==> config.mk <==
export PLATFORM = sky130hd
export DESIGN_NAME = sorted_list_insert_delete
export DESIGN_NICKNAME = d
export VERILOG_FILES = /design/src/sv/sli_pkg.sv /design/src/sv/sli_cell.sv /design/src/sv/sli_chain.sv /design/src/sv/sli_search.sv /design/src/sv/sorted_list_insert_delete.sv
export SDC_FILE = /design/constraint.sdc
export NUM_CORES = 2
export LEC_CHECK = 0
export ABC_AREA = 1
export BUFFER_PORTS_ARGS = -buffer_cell sky130_fd_sc_hd__buf_2
export CAP_MARGIN = 10
export CORE_MARGIN = 5
export CORE_UTILIZATION = 60
export DETAILED_ROUTE_END_ITERATION = 8
export PLACE_DENSITY = 0.8
export SYNTH_ARGS = -nofsm -noshare
export SYNTH_HDL_FRONTEND = slang
export SYNTH_SLANG_ARGS = --single-unit
==> constraint.sdc <==
create_clock -name i_clk -period 6.7 [get_ports i_clk]
set_input_delay 1.34 -clock i_clk [delete_from_list [all_inputs] [get_ports i_clk]]
set_output_delay 1.34 -clock i_clk [all_outputs]
set_load 0.1 [all_outputs]
==> src/sv/sli_pkg.sv <==
// Shared constants and types for the sorted list block.
`timescale 1ns / 1ps
package sli_pkg;

    localparam int CAPACITY_DEF = 16;
    localparam int VALUE_W      = 32;
    localparam int POS_W        = 5;
    localparam int STATUS_W     = 2;

    localparam logic [STATUS_W-1:0] ST_INSERTED  = 2'd0;
    localparam logic [STATUS_W-1:0] ST_DELETED   = 2'd1;
    localparam logic [STATUS_W-1:0] ST_FULL      = 2'd2;
    localparam logic [STATUS_W-1:0] ST_NOT_FOUND = 2'd3;

    typedef enum logic [3:0] {
        S_IDLE = 4'b0001,
        S_CMP  = 4'b0010,
        S_SRCH = 4'b0100,
        S_OUT  = 4'b1000
    } t_state;

    // Control from the sequencer to the row of cells
    typedef struct packed {
        logic cmp_en;
        logic ins;
        logic del;
    } t_chain_ctl;

endpackage

==> src/sv/sli_cell.sv <==
// One cell of the list: holds a value, compares it with the key, shifts with its neighbours.
`timescale 1ns / 1ps
module sli_cell #(
    parameter int INDEX = 0,
    parameter int CW    = 5
) (
    input  logic                                  i_clk,
    input  sli_pkg::t_chain_ctl                   i_ctl,
    input  logic signed [sli_pkg::VALUE_W-1:0]    i_key,
    input  logic [CW-1:0]                         i_pos,
    input  logic signed [sli_pkg::VALUE_W-1:0]    i_left,
    input  logic signed [sli_pkg::VALUE_W-1:0]    i_right,
    output logic signed [sli_pkg::VALUE_W-1:0]    o_entry,
    output logic                                  o_lt,
    output logic                                  o_eq
);

    localparam logic [CW-1:0] MY_IDX = CW'(INDEX);

    logic signed [sli_pkg::VALUE_W-1:0] r_entry;
    logic                               r_lt;
    logic                               r_eq;

    always_ff @(posedge i_clk) begin
        if (i_ctl.cmp_en) begin
            r_lt <= (r_entry < i_key);
            r_eq <= (r_entry == i_key);
        end
    end

    // Insert: cells above the slot take the left neighbour, the slot takes the key.
    // Delete: the slot and everything above take the right neighbour.
    always_ff @(posedge i_clk) begin
        if (i_ctl.ins) begin
            if (MY_IDX > i_pos) begin
                r_entry <= i_left;
            end else if (MY_IDX == i_pos) begin
                r_entry <= i_key;
            end
        end else if (i_ctl.del) begin
            if (MY_IDX >= i_pos) begin
                r_entry <= i_right;
            end
        end
    end

    assign o_entry = r_entry;
    assign o_lt    = r_lt;
    assign o_eq    = r_eq;

endmodule

==> src/sv/sli_chain.sv <==
// Row of list cells, each linked to its lower and upper neighbour.
`timescale 1ns / 1ps
module sli_chain #(
    parameter int CAPACITY = sli_pkg::CAPACITY_DEF,
    parameter int CW       = $clog2(CAPACITY + 1)
) (
    input  logic                               i_clk,
    input  sli_pkg::t_chain_ctl                i_ctl,
    input  logic signed [sli_pkg::VALUE_W-1:0] i_key,
    input  logic [CW-1:0]                      i_pos,
    output logic [CAPACITY-1:0]                o_lt,
    output logic [CAPACITY-1:0]                o_eq
);

    logic signed [sli_pkg::VALUE_W-1:0] w_entry [CAPACITY];

    for (genvar g = 0; g < CAPACITY; g++) begin : g_cell
        logic signed [sli_pkg::VALUE_W-1:0] w_left;
        logic signed [sli_pkg::VALUE_W-1:0] w_right;

        // Ends: cell 0 never takes its left; the last cell's right is itself, harmless
        if (g == 0) begin : g_first
            assign w_left = i_key;
        end else begin : g_mid_l
            assign w_left = w_entry[g-1];
        end
        if (g == CAPACITY - 1) begin : g_last
            assign w_right = w_entry[g];
        end else begin : g_mid_r
            assign w_right = w_entry[g+1];
        end

        sli_cell #(
            .INDEX (g),
            .CW    (CW)
        ) u_cell (
            .i_clk   (i_clk),
            .i_ctl   (i_ctl),
            .i_key   (i_key),
            .i_pos   (i_pos),
            .i_left  (w_left),
            .i_right (w_right),
            .o_entry (w_entry[g]),
            .o_lt    (o_lt[g]),
            .o_eq    (o_eq[g])
        );
    end

endmodule

==> src/sv/sli_search.sv <==
// Binary search over the registered compare flags, one probe per cycle.
`timescale 1ns / 1ps
module sli_search #(
    parameter int CAPACITY = sli_pkg::CAPACITY_DEF,
    parameter int CW       = $clog2(CAPACITY + 1)
) (
    input  logic                i_clk,
    input  logic                i_start,
    input  logic                i_step,
    input  logic                i_del,
    input  logic [CW-1:0]       i_count,
    input  logic [CAPACITY-1:0] i_lt,
    input  logic [CAPACITY-1:0] i_eq,
    output logic                o_done,
    output logic [CW-1:0]       o_pos
);

    localparam int IW = $clog2(CAPACITY);

    // Window is [r_lo, r_hp): r_hp is one past the upper bound
    logic [CW-1:0] r_lo;
    logic [CW-1:0] r_hp;
    logic [CW:0]   w_sum;
    logic [CW-1:0] w_mid;
    logic [IW-1:0] w_idx;
    logic          w_empty;

    assign w_sum   = {1'b0, r_lo} + {1'b0, r_hp} - (CW+1)'(1);
    assign w_mid   = w_sum[CW:1];
    assign w_idx   = w_mid[IW-1:0];
    assign w_empty = (r_lo >= r_hp);

    // An insert stops on the first equal probe; a delete runs to the lower bound
    assign o_done = w_empty ? 1'b1 : (!i_del && i_eq[w_idx]);
    assign o_pos  = w_empty ? r_lo : w_mid;

    always_ff @(posedge i_clk) begin
        if (i_start) begin
            r_lo <= '0;
            r_hp <= i_count;
        end else if (i_step && !o_done) begin
            if (i_lt[w_idx]) begin
                r_lo <= w_mid + CW'(1);
            end else begin
                r_hp <= w_mid;
            end
        end
    end

endmodule

==> src/sv/sorted_list_insert_delete.sv <==
// Sorted list of signed values with insert and delete requests.
//
// Holds up to CAPACITY signed 32-bit values in ascending order in a row of
// cells. An insert (req_type 0) places the value at the point found by a
// binary search and moves larger entries up; a full list rejects it. A
// delete (req_type 1) removes the first entry equal to the value, or
// reports not found. One request is handled at a time: after the transfer,
// every cell compares its value with the key in the compare state, then the
// binary search steps one probe per cycle over those compare flags (the
// shift of the cells happening when the search finishes), and the result is
// then held until it is taken. No new request is taken until the result has
// been taken. Entries need no clearing after reset, since only entries below
// the count are ever used.
`timescale 1ns / 1ps
module sorted_list_insert_delete #(
    parameter int CAPACITY = sli_pkg::CAPACITY_DEF
) (
    input  logic                               i_clk,
    input  logic                               i_rst_n,
    input  logic                               i_valid,
    output logic                               o_ready,
    input  logic                               i_req_type,
    input  logic signed [sli_pkg::VALUE_W-1:0] i_value,
    output logic                               o_valid,
    input  logic                               i_ready,
    output logic [sli_pkg::STATUS_W-1:0]       o_status,
    output logic [sli_pkg::POS_W-1:0]          o_position,
    output logic [sli_pkg::POS_W-1:0]          o_count,
    output logic                               o_is_full,
    output logic                               o_is_empty
);

    localparam int CW = $clog2(CAPACITY + 1);
    localparam int IW = $clog2(CAPACITY);
    localparam logic [CW-1:0] CAP_C = CW'(CAPACITY);

    sli_pkg::t_state r_state;
    sli_pkg::t_state n_state;

    logic signed [sli_pkg::VALUE_W-1:0] r_key;
    logic                               r_del;
    logic [CW-1:0]                      r_count;
    logic [CW-1:0]                      n_count;
    logic [CW-1:0]                      r_pos;
    logic [sli_pkg::STATUS_W-1:0]       r_status;
    logic [sli_pkg::STATUS_W-1:0]       n_status;

    sli_pkg::t_chain_ctl  w_ctl;
    logic [CAPACITY-1:0]  w_lt;
    logic [CAPACITY-1:0]  w_eq;
    logic                 w_done;
    logic [CW-1:0]        w_pos;
    logic                 w_finish;
    logic                 w_found;
    logic [31:0]          w_pos_ext;
    logic [31:0]          w_cnt_ext;

    assign w_finish = (r_state == sli_pkg::S_SRCH) && w_done;
    assign w_found  = (w_pos < r_count) ? w_eq[w_pos[IW-1:0]] : 1'b0;

    always_comb begin
        n_status = r_status;
        n_count  = r_count;
        w_ctl    = '0;
        w_ctl.cmp_en = (r_state == sli_pkg::S_CMP);
        if (r_del) begin
            if (w_found) begin
                n_status  = sli_pkg::ST_DELETED;
                n_count   = r_count - CW'(1);
                w_ctl.del = w_finish;
            end else begin
                n_status = sli_pkg::ST_NOT_FOUND;
            end
        end else begin
            if (r_count >= CAP_C) begin
                n_status = sli_pkg::ST_FULL;
            end else begin
                n_status  = sli_pkg::ST_INSERTED;
                n_count   = r_count + CW'(1);
                w_ctl.ins = w_finish;
            end
        end
    end

    always_comb begin
        n_state = r_state;
        case (r_state)
            sli_pkg::S_IDLE: begin
                if (i_valid) begin
                    n_state = sli_pkg::S_CMP;
                end
            end
            sli_pkg::S_CMP: begin
                n_state = sli_pkg::S_SRCH;
            end
            sli_pkg::S_SRCH: begin
                if (w_done) begin
                    n_state = sli_pkg::S_OUT;
                end
            end
            sli_pkg::S_OUT: begin
                if (i_ready) begin
                    n_state = sli_pkg::S_IDLE;
                end
            end
            default: begin
                n_state = sli_pkg::S_IDLE;
            end
        endcase
    end

    always_ff @(posedge i_clk) begin
        if (!i_rst_n) begin
            r_state <= sli_pkg::S_IDLE;
            r_count <= '0;
        end else begin
            r_state <= n_state;
            if (w_finish) begin
                r_count <= n_count;
            end
        end
    end

    // Hold the request and the result payload
    always_ff @(posedge i_clk) begin
        if (r_state == sli_pkg::S_IDLE && i_valid) begin
            r_key <= i_value;
            r_del <= i_req_type;
        end
        if (w_finish) begin
            r_pos    <= w_pos;
            r_status <= n_status;
        end
    end

    sli_chain #(
        .CAPACITY (CAPACITY),
        .CW       (CW)
    ) u_chain (
        .i_clk (i_clk),
        .i_ctl (w_ctl),
        .i_key (r_key),
        .i_pos (w_pos),
        .o_lt  (w_lt),
        .o_eq  (w_eq)
    );

    sli_search #(
        .CAPACITY (CAPACITY),
        .CW       (CW)
    ) u_search (
        .i_clk   (i_clk),
        .i_start (r_state == sli_pkg::S_CMP),
        .i_step  (r_state == sli_pkg::S_SRCH),
        .i_del   (r_del),
        .i_count (r_count),
        .i_lt    (w_lt),
        .i_eq    (w_eq),
        .o_done  (w_done),
        .o_pos   (w_pos)
    );

    assign w_pos_ext = 32'(r_pos);
    assign w_cnt_ext = 32'(r_count);

    assign o_ready    = (r_state == sli_pkg::S_IDLE);
    assign o_valid    = (r_state == sli_pkg::S_OUT);
    assign o_status   = r_status;
    assign o_position = w_pos_ext[sli_pkg::POS_W-1:0];
    assign o_count    = w_cnt_ext[sli_pkg::POS_W-1:0];
    assign o_is_full  = (r_count == CAP_C);
    assign o_is_empty = (r_count == '0);

    a_count_bound: assert property (@(posedge i_clk) disable iff (!i_rst_n)
        r_count <= CAP_C)
        else $error("entry count above capacity");

    a_count_only_on_finish: assert property (@(posedge i_clk) disable iff (!i_rst_n)
        !w_finish |=> $stable(r_count))
        else $error("entry count moved outside a search finish");

    a_insert_grows: assert property (@(posedge i_clk) disable iff (!i_rst_n)
        $rose(o_valid) && o_status == sli_pkg::ST_INSERTED
            |-> r_count == $past(r_count) + CW'(1))
        else $error("insert did not grow the list by one");

    a_delete_shrinks: assert property (@(posedge i_clk) disable iff (!i_rst_n)
        $rose(o_valid) && o_status == sli_pkg::ST_DELETED
            |-> r_count == $past(r_count) - CW'(1))
        else $error("delete did not shrink the list by one");

    a_position_in_range: assert property (@(posedge i_clk) disable iff (!i_rst_n)
        o_valid && (o_status == sli_pkg::ST_DELETED || o_status == sli_pkg::ST_INSERTED)
            |-> r_pos < CAP_C)
        else $error("result position outside the list");

endmodule
After elaboration in Yosys (flattened, before gate mapping)
Cells that the tools add are included.
{"block": "word_totals", "regBits": 603, "inputBits": 37}
{"block": "classes", "n_addsub": 5, "n_lt_le_gt_ge": 52, "n_eq_ne": 57, "mux": 103, "n_reduce_logical": 46}
{"cell": "32-bit 2-to-1 mux", "n": 77}
{"cell": "32-bit == test", "n": 16}
{"cell": "32-bit < comparator", "n": 16}
{"cell": "3-bit AND reduction", "n": 17}
{"cell": "3-bit != test, second input constant", "n": 14}
{"cell": "4-bit by 5-bit == test with 1-bit output, first input constant", "n": 8}
{"cell": "4-bit by 5-bit > comparator with 1-bit output, first input constant", "n": 8}
{"cell": "2-bit nonzero test", "n": 18}
{"cell": "4-bit by 5-bit >= comparator with 1-bit output, first input constant", "n": 7}
{"cell": "5-bit 2-to-1 mux", "n": 7}
{"cell": "3-bit by 5-bit == test with 1-bit output, first input constant", "n": 4}
{"cell": "3-bit by 5-bit >= comparator with 1-bit output, first input constant", "n": 4}
{"cell": "3-bit by 5-bit > comparator with 1-bit output, first input constant", "n": 4}
{"cell": "4-bit case mux with 4 select lines", "n": 1}
{"cell": "1-bit binary-select mux with 4-bit select", "n": 3}
{"cell": "4-bit 2-to-1 mux", "n": 3}
{"cell": "5-bit by 1-bit adder with 5-bit output, second input constant", "n": 2}
{"cell": "2-bit by 5-bit == test with 1-bit output, first input constant", "n": 2}
{"cell": "1-bit by 5-bit >= comparator with 1-bit output, first input constant", "n": 2}
{"cell": "2-bit by 5-bit >= comparator with 1-bit output, first input constant", "n": 2}
{"cell": "1-bit by 5-bit > comparator with 1-bit output, first input constant", "n": 2}
{"cell": "2-bit by 5-bit > comparator with 1-bit output, first input constant", "n": 2}
{"cell": "5-bit zero test", "n": 2}
{"cell": "4-bit by 5-bit < comparator with 1-bit output, second input constant", "n": 2}
{"cell": "other kinds (20)", "n": 40}

Depth between registers and ports, before layout
{"block": "depth", "word_depth": 11, "depth_mapped": 22, "depth_no_buf": 21}

Modules after synthesis
Synthesis repeated with hierarchy kept, for this count alone.
{"block": "hier_totals", "cells_unflattened": 5553, "area_unflattened_um2": 44750.4}
{"mod": "sli_cell at u_chain.g_cell[1].u_cell", "instances": 1, "cells_each": 327, "area_per_inst_um2": 2658.8, "seq_area_each_um2": 1021.0}
{"mod": "sli_cell at u_chain.g_cell[11].u_cell", "instances": 1, "cells_each": 328, "area_per_inst_um2": 2647.5, "seq_area_each_um2": 1021.0}
{"mod": "sli_cell at u_chain.g_cell[13].u_cell", "instances": 1, "cells_each": 332, "area_per_inst_um2": 2628.8, "seq_area_each_um2": 1021.0}
{"mod": "sli_cell at u_chain.g_cell[9].u_cell", "instances": 1, "cells_each": 329, "area_per_inst_um2": 2612.5, "seq_area_each_um2": 1021.0}
{"mod": "sli_cell at u_chain.g_cell[4].u_cell", "instances": 1, "cells_each": 326, "area_per_inst_um2": 2606.2, "seq_area_each_um2": 1021.0}
{"mod": "sli_cell at u_chain.g_cell[10].u_cell", "instances": 1, "cells_each": 327, "area_per_inst_um2": 2600.0, "seq_area_each_um2": 1021.0}
{"mod": "sli_cell at u_chain.g_cell[3].u_cell", "instances": 1, "cells_each": 325, "area_per_inst_um2": 2593.7, "seq_area_each_um2": 1021.0}
{"mod": "sli_cell at u_chain.g_cell[2].u_cell", "instances": 1, "cells_each": 328, "area_per_inst_um2": 2592.5, "seq_area_each_um2": 1021.0}
{"mod": "sli_cell at u_chain.g_cell[12].u_cell", "instances": 1, "cells_each": 328, "area_per_inst_um2": 2585.0, "seq_area_each_um2": 1021.0}
{"mod": "sli_cell at u_chain.g_cell[6].u_cell", "instances": 1, "cells_each": 326, "area_per_inst_um2": 2582.5, "seq_area_each_um2": 1021.0}
{"mod": "sli_cell at u_chain.g_cell[7].u_cell", "instances": 1, "cells_each": 326, "area_per_inst_um2": 2580.0, "seq_area_each_um2": 1021.0}
{"mod": "sli_cell at u_chain.g_cell[14].u_cell", "instances": 1, "cells_each": 326, "area_per_inst_um2": 2578.7, "seq_area_each_um2": 1021.0}
{"mod": "sli_cell at u_chain.g_cell[8].u_cell", "instances": 1, "cells_each": 325, "area_per_inst_um2": 2577.5, "seq_area_each_um2": 1021.0}
{"mod": "sli_cell at u_chain.g_cell[5].u_cell", "instances": 1, "cells_each": 328, "area_per_inst_um2": 2575.0, "seq_area_each_um2": 1021.0}
{"mod": "+4 rows"}

Least setup slack after synthesis
OpenSTA, ideal clock, no wires.
{"block": "synth_timing", "path_kind": "register to register", "start": "reg u_search.r_lo[1]", "end": "reg u_chain.g_cell[0].u_cell.r_entry, in the netlist u_chain.g_cell[0].u_cell.o_entry[0], enable pin", "setup_time_ns": 0.461, "t_arrival_ns": 5.213, "t_required_ns": 6.239, "setup_slack_ns": 1.026, "stages_incl_launch_ff": 19, "n_path_buf": 1, "period_less_slack_ns": 5.674, "path_cell_list": "dfxtp_1 inv_1 ha_1 inv_1 ha_1 fa_1 nand2_1 nand3_1 nand2_1 xor2_1 o21ai_4 ha_1 or2_2 a21oi_1 nand3_1 nand2_1 buf_4 nand3_1 nor3_1"}
{"item": "start: declaration", "line_no": "sli_search.sv:21", "text": "logic [CW-1:0] r_lo;"}
{"item": "start signal: assignment", "line_no": "sli_search.sv:43", "text": "r_lo <= w_mid + CW'(1);"}
{"item": "5-bit by 5-bit adder with 6-bit output", "line_no": "sli_search.sv:28", "text": "assign w_sum = {1'b0, r_lo} + {1'b0, r_hp} - (CW+1)'(1);"}
{"item": "6-bit by 1-bit subtractor with 6-bit output", "line_no": "sli_search.sv:28"}
{"item": "5-bit 2-to-1 mux *", "line_no": "sli_search.sv:35", "text": "assign o_pos = w_empty ? r_lo : w_mid;"}
{"item": "via u_chain.g_cell[0].u_cell.i_pos[4]", "line_no": "sli_cell.sv:10", "text": "input logic [CW-1:0] i_pos,"}
{"item": "5-bit < comparator", "line_no": "sorted_list_insert_delete.sv:59", "text": "assign w_found = (w_pos < r_count) ? w_eq[w_pos[IW-1:0]] : 1'b0;"}
{"item": "1-bit 2-to-1 mux", "line_no": "sorted_list_insert_delete.sv:59"}
{"item": "1-bit 2-to-1 mux", "line_no": "sorted_list_insert_delete.sv:67", "text": "if (w_found) begin"}
{"item": "1-bit 2-to-1 mux", "line_no": "sorted_list_insert_delete.sv:66", "text": "if (r_del) begin"}
{"item": "2-bit nonzero test (no line)"}
{"item": "3-bit AND reduction (no line) *"}
{"item": "end signal: assignment", "line_no": "sli_cell.sv:36", "text": "r_entry <= i_left;"}
{"item": "end signal: assignment", "line_no": "sli_cell.sv:38", "text": "r_entry <= i_key;"}
{"item": "end signal: assignment", "line_no": "sli_cell.sv:42", "text": "r_entry <= i_right;"}
{"item": "end: declaration", "line_no": "sli_cell.sv:20", "text": "logic signed [sli_pkg::VALUE_W-1:0] r_entry;"}
Mark *: on every way through the listed nets, which the timed path passes. The rest lies on a longest branch. The select of a mux whose other input is x is not followed.
A chain may end at the register's enable or synchronous reset.

Final worst setup path
{"block": "layout_timing", "start": "reg u_search.r_lo[1]", "end": "reg u_chain.g_cell[14].u_cell.r_entry, in the netlist u_chain.g_cell[14].u_cell.o_entry[9], enable pin"}
{"item": "5-bit by 5-bit adder with 6-bit output", "line_no": "sli_search.sv:28"}
{"item": "6-bit by 1-bit subtractor with 6-bit output", "line_no": "sli_search.sv:28"}
{"item": "5-bit 2-to-1 mux *", "line_no": "sli_search.sv:35"}
{"item": "via u_chain.g_cell[0].u_cell.i_pos[4]", "line_no": "sli_cell.sv:10"}
{"item": "5-bit < comparator", "line_no": "sorted_list_insert_delete.sv:59"}
{"item": "1-bit 2-to-1 mux", "line_no": "sorted_list_insert_delete.sv:59"}
{"item": "1-bit 2-to-1 mux", "line_no": "sorted_list_insert_delete.sv:67"}
{"item": "1-bit 2-to-1 mux", "line_no": "sorted_list_insert_delete.sv:66"}
{"item": "2-bit nonzero test (no line)"}
{"item": "3-bit AND reduction (no line) *"}
{"item": "end signal: assignment", "line_no": "sli_cell.sv:36"}
{"item": "end signal: assignment", "line_no": "sli_cell.sv:38"}
{"item": "end signal: assignment", "line_no": "sli_cell.sv:42"}
{"item": "end: declaration", "line_no": "sli_cell.sv:20"}
Marks and branches as above.

==> parameters.txt <==
Parameter                              Value

Run status
  Outcome ... finished, final reports clean

Power
  VDD IR max ... 368.4 µV
  Switching power as a share of total power ... 44.63%
  Leakage ... 18.72 nW
  Part of the power in the clock network ... 26.7%
  Power dissipated by switching net loads ... 6.175 mW
  Share of total power in sequential cells ... 31.2%
  Total power of the final layout ... 13.83 mW
  Combinational Power Share ... 42.1%
  Pwr Density ... 313.1 mW/mm²
  Cell-internal power ... 7.660 mW

Yosys
  Cells after Synth ... 4718
  Mean cell area of the mapped netlist ... 8.731 µm²
  Total of warnings raised by yosys ... 0
  Number of enable flip-flop cells after synthesis ... 589
  Yosys cell types ... 56
  Post-synth design cell area ... 0.04119 mm²
  Flip-flop cell with the highest count after synthesis ... sky130_fd_sc_hd__edfxtp_1
  Share of flip-flops with an asynchronous set or reset after synthesis ... 0%
  Synthesized net count ... 5288
  Share of the yosys chip area belonging to registers ... 43.62%
  Seq cells post-synth ... 603

Worst setup path
  Slowest Stage Delay on Critical Path ... 0.61 ns
  Critical Path End Type ... flop
  Critical Path Start Type ... flop
  List of cells traversed by the critical path ... inv_1 -> ha_1 -> inv_1 -> ha_1 -> fa_1 -> nand2_1 -> nand3_1 -> nand2_1 -> xor2_1 -> o21ai_4 -> ha_1 -> or2_2 -> a21oi_1 -> nand3_1 -> nand2_1 -> nand2_1 -> buf_4 -> nor2_4 -> buf_4
  Kind of critical path ... flop to flop
  Peak fanout along the critical path ... 22
  Setup slack on the worst flop-to-flop path ... 1.81 ns
  Req. time, crit path ... 7.03 ns
  Number of cell instances on the worst register-to-register path ... 19
  Arrival time at the worst endpoint ... 5.22 ns
  Most numerous cell on the critical path ... sky130_fd_sc_hd__nand2_1
  CP max stage cell ... sky130_fd_sc_hd__nor2_4
  R2r startpoint ... u_search.r_lo[1]
  Reg2Reg Capture Point ... u_chain.g_cell[14].u_cell.o_entry[9]

Timing
  F_max ... 0.2043 GHz
  Total count of hold-check failures in the final report ... 0
  Share of the clock period used by the worst path after layout ... 73.05%
  Min setup slack post-route ... 1.805 ns
  Setup-failing EPs final ... 0
  Slew at the pin closest to its max-slew limit ... 1.170 ns
  Setup clock skew after layout ... 0.01493 ns
  Smallest hold slack ... 0.5231 ns
  Unrepaired setup endpoints after global routing ... no
  Count of pins over their slew limit ... 0
  Worst slew margin relative to its limit ... 22.00%
  Fin crit period ... 4.895 ns
  Summed negative setup slack over all endpoints ... 0 ns

Floorplan
  Placeable core region ... 0.06835 mm²
  I/O pin total ... 53
  Floorplan die width ... 272.0 µm
  Total number of placement rows ... 96
  Die extent in y ... 272.0 µm
  Initial Util ... 60.27%
  Overall die area ... 0.07399 mm²

Global route
  Wire length of the first global-routing pass ... 184800 µm
  Initial antenna violation count ... 5
  GRT overflow ... 0
  Total GRT Usage ... 30.71%
  Pin count of the biggest net entering global routing ... 169
  Number of global-route vias before repair ... 34150

Run
  Max cap viols ... 0

Drt
  Detailed Routing Iterations Pass 1 ... 8
  Count of vias placed by the detailed router ... 35380
  Final routed wirelength across all metal layers ... 116100 µm
  Violation count after the first detailed-route iteration ... 3731
  Vias per Instance ... 6.308
  Final routed DRC violation total ... 0
  Antenna-violating nets left ... 0
  Mean routed wirelength per cell ... 20.69 µm

Clock tree
  Clk Latency, worst-skew pair ... 0.61 ns
  Maximum level of the CTS H-tree ... 3
  Clock tree sinks ... 603
  Total setup buffers inserted after CTS ... 0
  Number of buffers inserted during clock tree synthesis ... 69
  Deepest clock path buffer count ... 3
  TritonCTS clock tree ... yes
  Worst-path clk slew ... 0.06 ns
  Number of gates resized after CTS ... 0
  Clock Root Buffer ... sky130_fd_sc_hd__clkbuf_16
  Count of hold buffers inserted by post-cts repair ... 0

Cells and area
  Cell Count, Final, Fillers Out ... 5609
  Share of layout cells above drive strength 1 ... 6.115%
  Final Instance Area ... 0.04418 mm²
  Most common library cell in the layout ignoring fill and taps ... sky130_fd_sc_hd__nand2_1
  Net count, final ... 5240
  Area taken by multi-input logic gates ... 0.02097 mm²
  Post-Route Utilization ... 64.65%
  Area growth from synthesis to final layout ... 7.269%
  FF/Latch Area ... 0.01797 mm²
  Most frequent cells in the layout ... 1053 x sky130_fd_sc_hd__nand2_1, 589 x sky130_fd_sc_hd__edfxtp_1, 541 x sky130_fd_sc_hd__o21ai_0
  Filler instances ... 5493

Min path
  Launch point of the worst hold path ... u_search.r_lo[1]
  Hold Path Sink ... u_search.r_lo[1]
  Type of the worst min-delay path ... flop to flop
  Worst hold path stage count ... 2

Placement
  Placement-stage worst setup slack ... 1.896 ns
  Detailed placer's ending HPWL ... 83840 µm
  Instance area at placement ... 0.04206 mm²
  Quantity of I/O buffers inserted on ports ... 52
  Final RePlAce weighted congestion ... 0.9205
  Number of placed cells counting well taps ... 5481
-- synth_stat cells (all sizes together) (3+ instances only) --
cell type	instances	area, µm²
nor4b	8	70.07
xor2	17	148.9
ha	531	6644
buf	115	696.9
and3	9	56.30
nand2	1064	4021
nor3	37	185.2
o221ai	13	113.9
o21a	21	157.7
nand4	39	250.2
dfxtp	14	280.3
nor2	293	1160
a21o	4	30.03
nor3b	3	22.52
xnor2	6	52.55
a221oi	5	43.79
clkbuf	128	486.7
o211ai	47	352.8
nand3	91	468.0
nor4	27	168.9
a21oi	432	2173
o21ai	867	4373
o2111ai	6	52.55
edfxtp	589	17690
inv	313	1175
a211oi	16	120.1
-- cell families after synthesis --
group | after synthesis | synth area share (%)
AOI/OAI and AO/OA | 1425 | 18.29
xor gates and xnor gates | 23 | 0.4890
and+or+nand+nor | 1576 | 15.63
buffers and inverters | 558 | 5.744
adders and majority gates | 533 | 16.23
DFF | 603 | 43.62
-- metal layers --
metal  up-vias  wire length [µm]  GRT usage (%)
met4         2              6056          13.54
met1     16700             46250          40.86
met2      1691             54790          50.48
met5         -                13              0
met3       347              8967          4.440
li1      16640                 -              -
-- area by class of cell --
class / instances / area share (%)
diodes: 1 / 0.005663
flip-flops and latches: 603 / 40.66
inverters: 315 / 2.693
well taps: 882 / 2.498
multi-input cells: 3557 / 47.46
clock inverters: 34 / 0.5833
clock buffers: 93 / 4.231
repair buffers: 124 / 1.869
-- flip-flops by register name (all words and copies together), names as in the netlist --
name	flops
u_chain.g_cell.u_cell.o_lt	16
r_key	32
o_position	5
u_chain.g_cell.u_cell.o_entry	512
u_chain.g_cell.u_cell.o_eq	16
o_count	5
o_status	2
r_state	4
r_del	1
u_search.r_hp	5
u_search.r_lo	5
-- worst max path at each step --
stage | start | to | slack, ns | cells after the start
2_1_floorplan | u_search.r_lo[1] | u_chain.g_cell[0].u_cell.o_entry[0] | 1.03 | 18
3_5_place_dp | u_search.r_lo[1] | u_chain.g_cell[14].u_cell.o_entry[6] | 1.90 | 19
6_report | u_search.r_lo[1] | u_chain.g_cell[14].u_cell.o_entry[9] | 1.81 | 19
3_3_place_gp | u_search.r_lo[1] | u_chain.g_cell[14].u_cell.o_entry[7] | 2.09 | 19
5_1_grt | u_search.r_lo[1] | u_chain.g_cell[14].u_cell.o_entry[9] | 1.43 | 18
4_1_cts | u_search.r_lo[1] | u_chain.g_cell[14].u_cell.o_entry[9] | 1.88 | 19
-- power by group through the flow --
stage                     clock network (mW)  logic, mW  registers (mW)
final                                   3.69       5.83            4.31
after global placement                     0       5.49            4.39
after global routing                    3.88       6.57            4.31
after CTS                               3.70       5.72            4.31
after floorplan                            0       4.56            4.36
after detailed placement                   0       5.67            4.39
-- worst max-delay path, delay by kind of cell (launching register included) --
kind,cells,cell delay (ns)
buffers and inverters,4,0.66
DFF,1,0.33
adders and majority gates,4,1.16
AOI/OAI and AO/OA,2,0.33
xor gates and xnor gates,1,0.36
and+or+nand+nor,8,1.71
Note: power is estimated with default switching activity, not from simulation.
